### config.mk
export PLATFORM = sky130hd
export DESIGN_NAME = odc_ctrl
export DESIGN_NICKNAME = d
export VERILOG_FILES = /design/src/odc_pkg.sv /design/src/odc_ctrl.sv
export SDC_FILE = /design/constraint.sdc
export NUM_CORES = 1
export LEC_CHECK = 0
export ABC_AREA = 1
export BUFFER_PORTS_ARGS = -buffer_cell sky130_fd_sc_hd__buf_2
export CAP_MARGIN = 5
export CORE_AREA = 2 2 39 41
export CTS_BUF_LIST = sky130_fd_sc_hd__clkbuf_4 sky130_fd_sc_hd__clkbuf_8
export DETAILED_ROUTE_END_ITERATION = 10
export DIE_AREA = 0 0 41 43
export HOLD_SLACK_MARGIN = 0.12
export PLACE_DENSITY_LB_ADDON = 0.15
export SKIP_LAST_GASP = 1
export SYNTH_ARGS = -nofsm -noshare
export SYNTH_HDL_FRONTEND = slang
export SYNTH_SLANG_ARGS = --single-unit
### constraint.sdc
create_clock -name clock -period 2.5 [get_ports clock]
set_input_delay 0.25 -clock clock [delete_from_list [all_inputs] [get_ports clock]]
set_output_delay 0.25 -clock clock [all_outputs]
set_load 0.03 [all_outputs]
### src/odc_pkg.sv
// shared types, constants and tap table of the octave decimator cascade
`default_nettype none
package odc_pkg;

   // fixed filter and number formats
   localparam int TAPS        = 39;
   localparam int SAMPLE_BITS = 16;
   localparam int COEF_BITS   = 18;
   localparam int PROD_BITS   = SAMPLE_BITS + COEF_BITS;
   localparam int ACC_BITS    = 40;
   localparam int FILL_BITS   = 6;
   localparam int MASK_BITS   = 7;
   localparam int OCT_BITS    = 3;
   localparam int COUNT_BITS  = 3;
   localparam int MAX_RESULTS = 7;
   localparam int ROUND_SHIFT = 17;

   // controller states
   typedef enum logic [1:0] {
      ST_IDLE,
      ST_CHECK,
      ST_MAC,
      ST_EMIT
   } odc_state_type;

   // controller to datapath
   typedef struct packed {
      logic accept;
      logic skip_clr;
      logic write;
      logic mac_start;
      logic advance;
   } odc_cmd_type;

   // datapath to controller
   typedef struct packed {
      logic skip;
      logic full;
      logic mac_done;
      logic emit_ok;
      logic last_stage;
   } odc_stat_type;

   // symmetric lowpass taps, q1.17
   function automatic logic signed [COEF_BITS-1:0] coef(input logic [FILL_BITS-1:0] idx);
      logic signed [COEF_BITS-1:0] c;
      case (idx)
         6'd0, 6'd38:  c = 18'sd8;
         6'd1, 6'd37:  c = -18'sd26;
         6'd2, 6'd36:  c = -18'sd186;
         6'd3, 6'd35:  c = -18'sd297;
         6'd4, 6'd34:  c = 18'sd44;
         6'd5, 6'd33:  c = 18'sd564;
         6'd6, 6'd32:  c = 18'sd164;
         6'd7, 6'd31:  c = -18'sd997;
         6'd8, 6'd30:  c = -18'sd662;
         6'd9, 6'd29:  c = 18'sd1537;
         6'd10, 6'd28: c = 18'sd1607;
         6'd11, 6'd27: c = -18'sd2134;
         6'd12, 6'd26: c = -18'sd3259;
         6'd13, 6'd25: c = 18'sd2719;
         6'd14, 6'd24: c = 18'sd6204;
         6'd15, 6'd23: c = -18'sd3212;
         6'd16, 6'd22: c = -18'sd12530;
         6'd17, 6'd21: c = 18'sd3543;
         6'd18, 6'd20: c = 18'sd41246;
         6'd19:        c = 18'sd61877;
         default:      c = '0;
      endcase
      return c;
   endfunction

endpackage
`default_nettype wire

### src/odc_ctrl.sv
// sequencer of the octave decimator cascade: walks the stages of one item
`default_nettype none
module odc_ctrl (
   input  wire logic                  clock,
   input  wire logic                  reset,
   input  wire logic                  req_tvalid,
   output logic                       req_tready,
   input  wire odc_pkg::odc_stat_type stat,
   output odc_pkg::odc_cmd_type       cmd
);
   import odc_pkg::*;

   odc_state_type state_ff, state_in;

   // state register
   always_ff @(posedge clock) begin
      if (reset) begin
         state_ff <= ST_IDLE;
      end else begin
         state_ff <= state_in;
      end
   end

   // next state
   always_comb begin
      state_in = state_ff;
      case (state_ff)
         ST_IDLE: begin
            if (req_tvalid) state_in = ST_CHECK;
         end
         ST_CHECK: begin
            if (stat.skip) state_in = ST_IDLE;
            else if (stat.full) state_in = ST_MAC;
            else state_in = ST_IDLE;
         end
         ST_MAC: begin
            if (stat.mac_done) state_in = ST_EMIT;
         end
         ST_EMIT: begin
            if (stat.emit_ok) state_in = stat.last_stage ? ST_IDLE : ST_CHECK;
         end
         default: state_in = ST_IDLE;
      endcase
   end

   // outputs
   always_comb begin
      req_tready = 1'b0;
      cmd        = '0;
      case (state_ff)
         ST_IDLE: begin
            req_tready = 1'b1;
            cmd.accept = req_tvalid;
         end
         ST_CHECK: begin
            cmd.skip_clr  = stat.skip;
            cmd.write     = !stat.skip;
            cmd.mac_start = !stat.skip && stat.full;
         end
         ST_MAC: begin
            cmd = '0;
         end
         ST_EMIT: begin
            cmd.advance = stat.emit_ok;
         end
         default: begin
            cmd = '0;
         end
      endcase
   end

endmodule
`default_nettype wire

# Yosys cells after proc, flatten, opt, wreduce, memory -nomap -nowiden
# Index checks and enable logic that the tools add are counted.
# totals
reg_bits	2
input_bits	8
out_inout_bits	6
wordCells	22
# classes
n_eq_ne	6
n_mux	11
reduce_logical	4
# op_table
op	count
2-bit two-way mux	5
2-bit case mux with 4 select lines	1
2-bit inequality test, second input constant	3
2-bit == test, second input constant	2
1-bit two-way mux	4
3-bit two-way mux	1
3-bit AND reduction	1
2-bit by 1-bit == test with 1-bit output, second input constant	1
2-bit logical NOT	1
1-bit logical AND	1
1-bit logical NOT	1

# Longest topological paths before layout
# Gate-level depths: netlist of run 1.
# logic_depth
ltp_word	3
ltp_mapped	6

# Least setup slack after synthesis of run 1
# Ideal clock, no wire load.
# synth_path
path_kind	register to output
start	register state_ff[0]
end	output cmd[4] in the netlist's numbering
t_arrival_ps	1065
setup_slack_ps	1185
stages_incl_launch_ff	2
cell_sequence	dfxtp_1 -> nor3_1
# synth_rtl
item	line	rtl
from (decl)	odc_ctrl.sv:13	odc_state_type state_ff, state_in;
from (signal assigned)	odc_ctrl.sv:20	state_ff <= state_in;
to (decl)	odc_ctrl.sv:9	output odc_pkg::odc_cmd_type cmd

==> impl_metrics.csv, run 1 <==
group,metric,value,unit
layout,fillers,174,
placement,dp.final_hpwl,326,um
global_routing,grt_use_total,0.0631,
setup_path,rrSetupSlack,1.60,ns
setup_path,worstReg2RegEnd,"state_ff[0]",
layout,fin_nets,56,
drt,vias,202,
logic_synthesis,ys_seq_area_frac,0.242,
setup_path,critPathArrivalTime,1.12,ns
setup_path,r2r_cells,5,
timing,period_share,0.549,
logic_synthesis,synthesis.nets,38,
timing,hold_ws,0.283,ns
drt,dr.pass1.iters,2,
timing,final_hold_viol_count,0,
layout,finalNonFillerCells,62,
power_and_ir_drop,p_total,0.000196,W
global_routing,antenna_found_initial,0,
timing,setup_viol,0,
drt,drc_errors,0,
drt,drt_iter0_drc,2,
placement,port_buffers,13,
global_routing,grt_max_degree,8,
setup_path,worst_ep_required_time,2.25,ns
floorplanning,ioPinCount,14,
min_path,hold_path.class,"primary input to flop",
logic_synthesis,synth_area_leaders,"dfxtp_1 24%, inv_1 18%, nand2_1 14%",
timing,max_clock_freq,729,MHz
logic_synthesis,netlist_instances,30,
floorplanning,dieArea,1760,um^2
run_status,run_status,"completed",
clock_tree,clockBufferDepth,2,
clock_tree,path_clk_slew,0.03,ns
setup_path,critPathCaptureType,"output pin",
floorplanning,num_rows,14,
drt,wl_per_cell,6.58,um
placement,place_congestion,0.617,
drt,routed_wl,408,um
floorplanning,core-area,1380,um^2
timing,fin_worst_skew,0.00190,ns
drt,antenna_left,0,
floorplanning,die_h,43,um
logic_synthesis,avgSynthCellArea,5.51,um^2
timing,rsz0062_at_grt,"no",
layout,seqCellArea,40.0,um^2
clock_tree,ctsHtreeMaxLevel,1,
layout,drive_above_1_share,0.435,
placement,numPlacedInstances,59,
clock_tree,cts_tree,"yes",
logic_synthesis,yosysUniqueCellTypes,12,
clock_tree,post_cts_buffers,0,
layout,antenna_cells,0,
floorplanning,start_util,0.119,
flow_run,drv_cap,0,
floorplanning,die_w,41,um
setup_path,startpoint_type,"flop",
setup_path,path_class,"flop to output pin",
power_and_ir_drop,powerDensity,719,nW/um^2
logic_synthesis,yosysTopAreaCellShare,0.242,
setup_path,reg2reg_from,"state_ff[0]",
layout,utilization,0.197,
clock_tree,cts-buffers-inserted,3,
timing,setup_tns,0,ns
global_routing,grt_overflow_total,0,
setup_path,cp-endpoint,"cmd[1]",
logic_synthesis,yosysWarnings,0,
timing,worst_pin_slew,0.240,ns
logic_synthesis,yosysTopAreaCell,"dfxtp_1",
timing,slew_viol_final,0,
setup_path,critPathMaxFanout,7,
logic_synthesis,ys_ff_latch,2,
global_routing,grt_pass1_vias,183,
layout,syn_to_final_growth,65.2,%
clock_tree,cts.sinks,2,
power_and_ir_drop,p_leak,0.181,nW
layout,multi_input_area,91.3,um^2
clock_tree,holdBufCountCts,0,
clock_tree,clk_latency,0.22,ns
power_and_ir_drop,peakVddDrop,0.140,mV
logic_synthesis,syn_area,165,um^2
timing,min_period,1.37,ns
clock_tree,cts_root_buffer,"clkbuf_4",
global_routing,grt_pass1_wl,690,um
clock_tree,cts_resized,0,
drt,viasPerCell,3.26,
timing,slew_headroom,0.840,
==> how the worst min path moves through the flow <==
stage / from / to / slack [ns] / cells past startpoint
final: reset / state_ff[0] / 0.28 / 4
after global routing: reset / state_ff[0] / 0.29 / 4
after CTS: reset / state_ff[0] / 0.28 / 4
after detailed placement: reset / state_ff[0] / 0.52 / 4
after global placement: reset / state_ff[0] / 0.52 / 4
after floorplan: reset / state_ff[0] / 0.42 / 3
==> cells in the mapped netlist (all sizes together) <==
master  n
o21bai  1
dfxtp   2
inv     9
o21ai   1
nor2    7
a21oi   1
nand2   8
nor3    1
==> metal layers <==
metal  part of all wire  routed length (um)  up-vias  global-route usage
li1                   -                   -      119                   -
met1               0.45                 182       78              0.0764
met2               0.47                 191        5              0.0656
met3              0.081                  33        0              0.0471
met4                  0                   0        0              0.0600
met5                  0                   0        -                   0
==> where the power goes <==
group / total [W] / internal (W) / leakage (nW) / switching, W
sequential: 0.0000476 / 0.0000377 / 0.0165 / 0.00000993
clock: 0.0000723 / 0.0000530 / 0.0138 / 0.0000193
combinational: 0.0000761 / 0.0000267 / 0.151 / 0.0000494
total: 0.000196 / 0.000117 / 0.181 / 0.0000786
==> logic make-up after synthesis <==
group                  Yosys count  share of synthesized area
AND/OR/NAND/NOR                 16                      0.447
buffers and inverters            9                      0.205
AO/OA/AOI/OAI                    3                      0.106
flip-flops                       2                      0.242
==> placed cells by master, fill, tap and decap left out <==
cell and count:
clkbuf_4 3, nor2_2 1, nand2_1 6, inv_1 8, nand2_4 1, buf_2 13, nor3_1 1, a21oi_1 1
inv_2 1, nor2_1 6, nand2_2 1, o21ai_0 1, dfxtp_1 2, o21bai_1 1
==> final cells by class <==
class                      count  area share
clock buffer                   3      0.0826
tap                           16      0.0734
inverter                       9       0.124
sequential                     2       0.147
multi-input combinational     19       0.335
timing repair buffer          13       0.239
==> stage by stage <==
| stage | cell area (um^2) | setup WS [ns] |
|---|---|---|
| floorplan | 165 | 1.19 |
| global placement | 250 | 1.33 |
| detailed placement | 250 | 1.35 |
| CTS | 273 | 1.10 |
| global route | 273 | 0.994 |
| finish | 273 | 1.13 |
==> critical path, stage by stage (launching register included) <==
cell	delay, ns
dfxtp_1	0.43
inv_2	0.08
nand2_4	0.08
inv_1	0.04
nand2_1	0.07
inv_1	0.04
buf_2	0.16
(Power assumes the default switching activity.)
==> run 2, diff against run 1 <==
--- a/config.mk
+++ b/config.mk
@@ -5,7 +5,7 @@
 export SDC_FILE = /design/constraint.sdc
 export NUM_CORES = 1
 export LEC_CHECK = 0
-export ABC_AREA = 1
+export ABC_AREA = 0
 export BUFFER_PORTS_ARGS = -buffer_cell sky130_fd_sc_hd__buf_2
 export CAP_MARGIN = 5
 export CORE_AREA = 2 2 39 41
==> constraint.sdc (replaced) <==
create_clock -name clock -period 1.3 [get_ports clock]
set_input_delay 0.13 -clock clock [delete_from_list [all_inputs] [get_ports clock]]
set_output_delay 0.13 -clock clock [all_outputs]
set_load 0.03 [all_outputs]
==> run 2 against run 1 <==
  * Count of clock-buffer cells in the layout did not move
  * Largest cell class unchanged
  * Clock skew up 0.0055 ns
  * Die area stayed put
  * Hold slack worse by 0.093 ns
==> impl_metrics.csv, run 2 <==
group,metric,value,unit
setup_path,critPathMaxFanout,8,
clock_tree,ctsHtreeMaxLevel,1,
clock_tree,cts.sinks,2,
clock_tree,cts_root_buffer,"clkbuf_4",
timing,setup_tns,0,ns
drt,drt_iter0_drc,0,
logic_synthesis,yosysUniqueCellTypes,13,
logic_synthesis,synth_flop_cell,"dfxtp_1",
clock_tree,clk_latency,0.23,ns
logic_synthesis,synth_edf_count,0,
drt,wl_per_cell,9.00,um
layout,fillers,165,
timing,fin_ws,0.0905,ns
timing,rsz0062_at_grt,"no",
floorplanning,num_rows,14,
timing,slew_headroom,0.872,
layout,finalNonFillerCells,47,
run_status,run_status,"completed",
global_routing,grt_max_degree,9,
layout,seqCellArea,41.3,um^2
setup_path,startpoint_type,"flop",
layout,antenna_cells,0,
power_and_ir_drop,p_leak,0.140,nW
power_and_ir_drop,powerDensity,1070,nW/um^2
floorplanning,ioPinCount,14,
timing,max_clock_freq,827,MHz
timing,worst_pin_slew,0.191,ns
layout,drive_above_1_share,0.645,
logic_synthesis,netlist_instances,15,
timing,setup_viol,0,
drt,dr.pass1.iters,1,
logic_synthesis,synthesis.nets,23,
timing,period_share,0.930,
logic_synthesis,yosysTopAreaCellShare,0.278,
logic_synthesis,yosysWarnings,0,
power_and_ir_drop,peakVddDrop,0.298,mV
clock_tree,path_clk_slew,0.03,ns
drt,drc_errors,0,
timing,fin_worst_skew,0.00744,ns
logic_synthesis,ys_ff_latch,2,
global_routing,grt_pass1_wl,565,um
global_routing,grt_overflow_total,0,
logic_synthesis,avgSynthCellArea,9.59,um^2
clock_tree,cts_resized,0,
floorplanning,start_util,0.104,
placement,place_congestion,0.633,
setup_path,path_class,"flop to output pin",
drt,vias,167,
global_routing,grt_use_total,0.0531,
floorplanning,die_h,43,um
layout,mostFrequentLayoutCell,"buf_2",
clock_tree,holdBufCountCts,0,
logic_synthesis,yosysTopAreaCell,"dfxtp_1",
drt,antenna_left,0,
logic_synthesis,synth_top_cells_by_count,"2 x dfxtp_1, 2 x nor2_1",
clock_tree,post_cts_buffers,0,
logic_synthesis,synth_area_leaders,"dfxtp_1 28%, mux2_4 10%, and4bb_1 8.7%",
layout,multi_input_area,104,um^2
min_path,hold_path.class,"primary input to flop",
flow_run,drv_cap,0,
clock_tree,cts-buffers-inserted,3,
setup_path,worst_ep_required_time,1.17,ns
placement,numPlacedInstances,44,
floorplanning,die_w,41,um
logic_synthesis,ys_async_sr_fraction,0,
global_routing,grt_pass1_vias,148,
setup_path,critPathArrivalTime,1.08,ns
logic_synthesis,ys_seq_area_frac,0.278,
setup_path,critPathCaptureType,"output pin",
global_routing,antenna_found_initial,0,
placement,port_buffers,13,
timing,min_period,1.21,ns
logic_synthesis,syn_area,144,um^2
clock_tree,cts_tree,"yes",
layout,layout_common_cells,"13 x buf_2, 3 x clkbuf_4, 2 x nor2_1",
layout,syn_to_final_growth,75.7,%
layout,utilization,0.183,
floorplanning,core-area,1380,um^2
floorplanning,dieArea,1760,um^2
layout,fin_nets,41,
drt,routed_wl,423,um
placement,pre_cts_ws,0.197,ns
timing,slew_viol_final,0,
clock_tree,clockBufferDepth,2,
drt,viasPerCell,3.55,
timing,final_hold_viol_count,0,
==> run 2: cell type report <==
cell class	instances	share of cell area
multi-input combinational	13	0.411
timing repair buffer	13	0.257
sequential	2	0.163
clock buffer	3	0.0891
tap	16	0.0792
==> run 2: per-stage QoR <==
step	area, um^2	hold WS (ns)	power [W]
floorplan	144	0.297	0.000106
global route	253	0.187	0.000291
global placement	229	0.420	0.000130
CTS	251	0.190	0.000281
finish	253	0.190	0.000270
detailed placement	229	0.431	0.000130
==> run 2: path summary, 6_finish.rpt <==
| path | end | slack (ns) | from | depth (start not counted) |
|---|---|---|---|---|
| hold / removal | flop | 0.19 | reset | 2 |
| hold reg to reg | state_ff[0] | 0.58 | flop | 1 |
| setup / recovery | cmd[1] | 0.09 | state_ff[0] | 2 |
| setup reg to reg | state_ff[0] | 0.29 | flop | 2 |
==> run 2: layer usage <==
metal / track usage / routed length (um) / up-vias
met2: 0.0594 / 176 / 9
met1: 0.0607 / 190 / 70
met4: 0.0400 / 0 / 0
met5: 0 / 0 / -
li1: - / - / 88
met3: 0.0471 / 56 / 0
==> run 2: power by group <==
part / switching [W] / total, W / internal, W
clock: 0.0000385 / 0.000141 / 0.000102
combinational: 0.0000325 / 0.0000587 / 0.0000262
sequential: 0.00000510 / 0.0000704 / 0.0000653
total: 0.0000762 / 0.000270 / 0.000194
==> run 2: cell families (layout without fill, tap and decap cells) <==
family / after synthesis / after routing / share of synthesized area
and+or+nand+nor: 9 / 9 / 0.426
muxes: 1 / 1 / 0.104
AOI/OAI and AO/OA: 3 / 3 / 0.191
DFF: 2 / 2 / 0.278
buffers and inverters: 0 / 16 / 0
==> run 2: critical path, cell delays in order (launching register included) <==
cell and delay, ns:
dfxtp_1 0.41, and4bb_1 0.24, buf_2 0.20
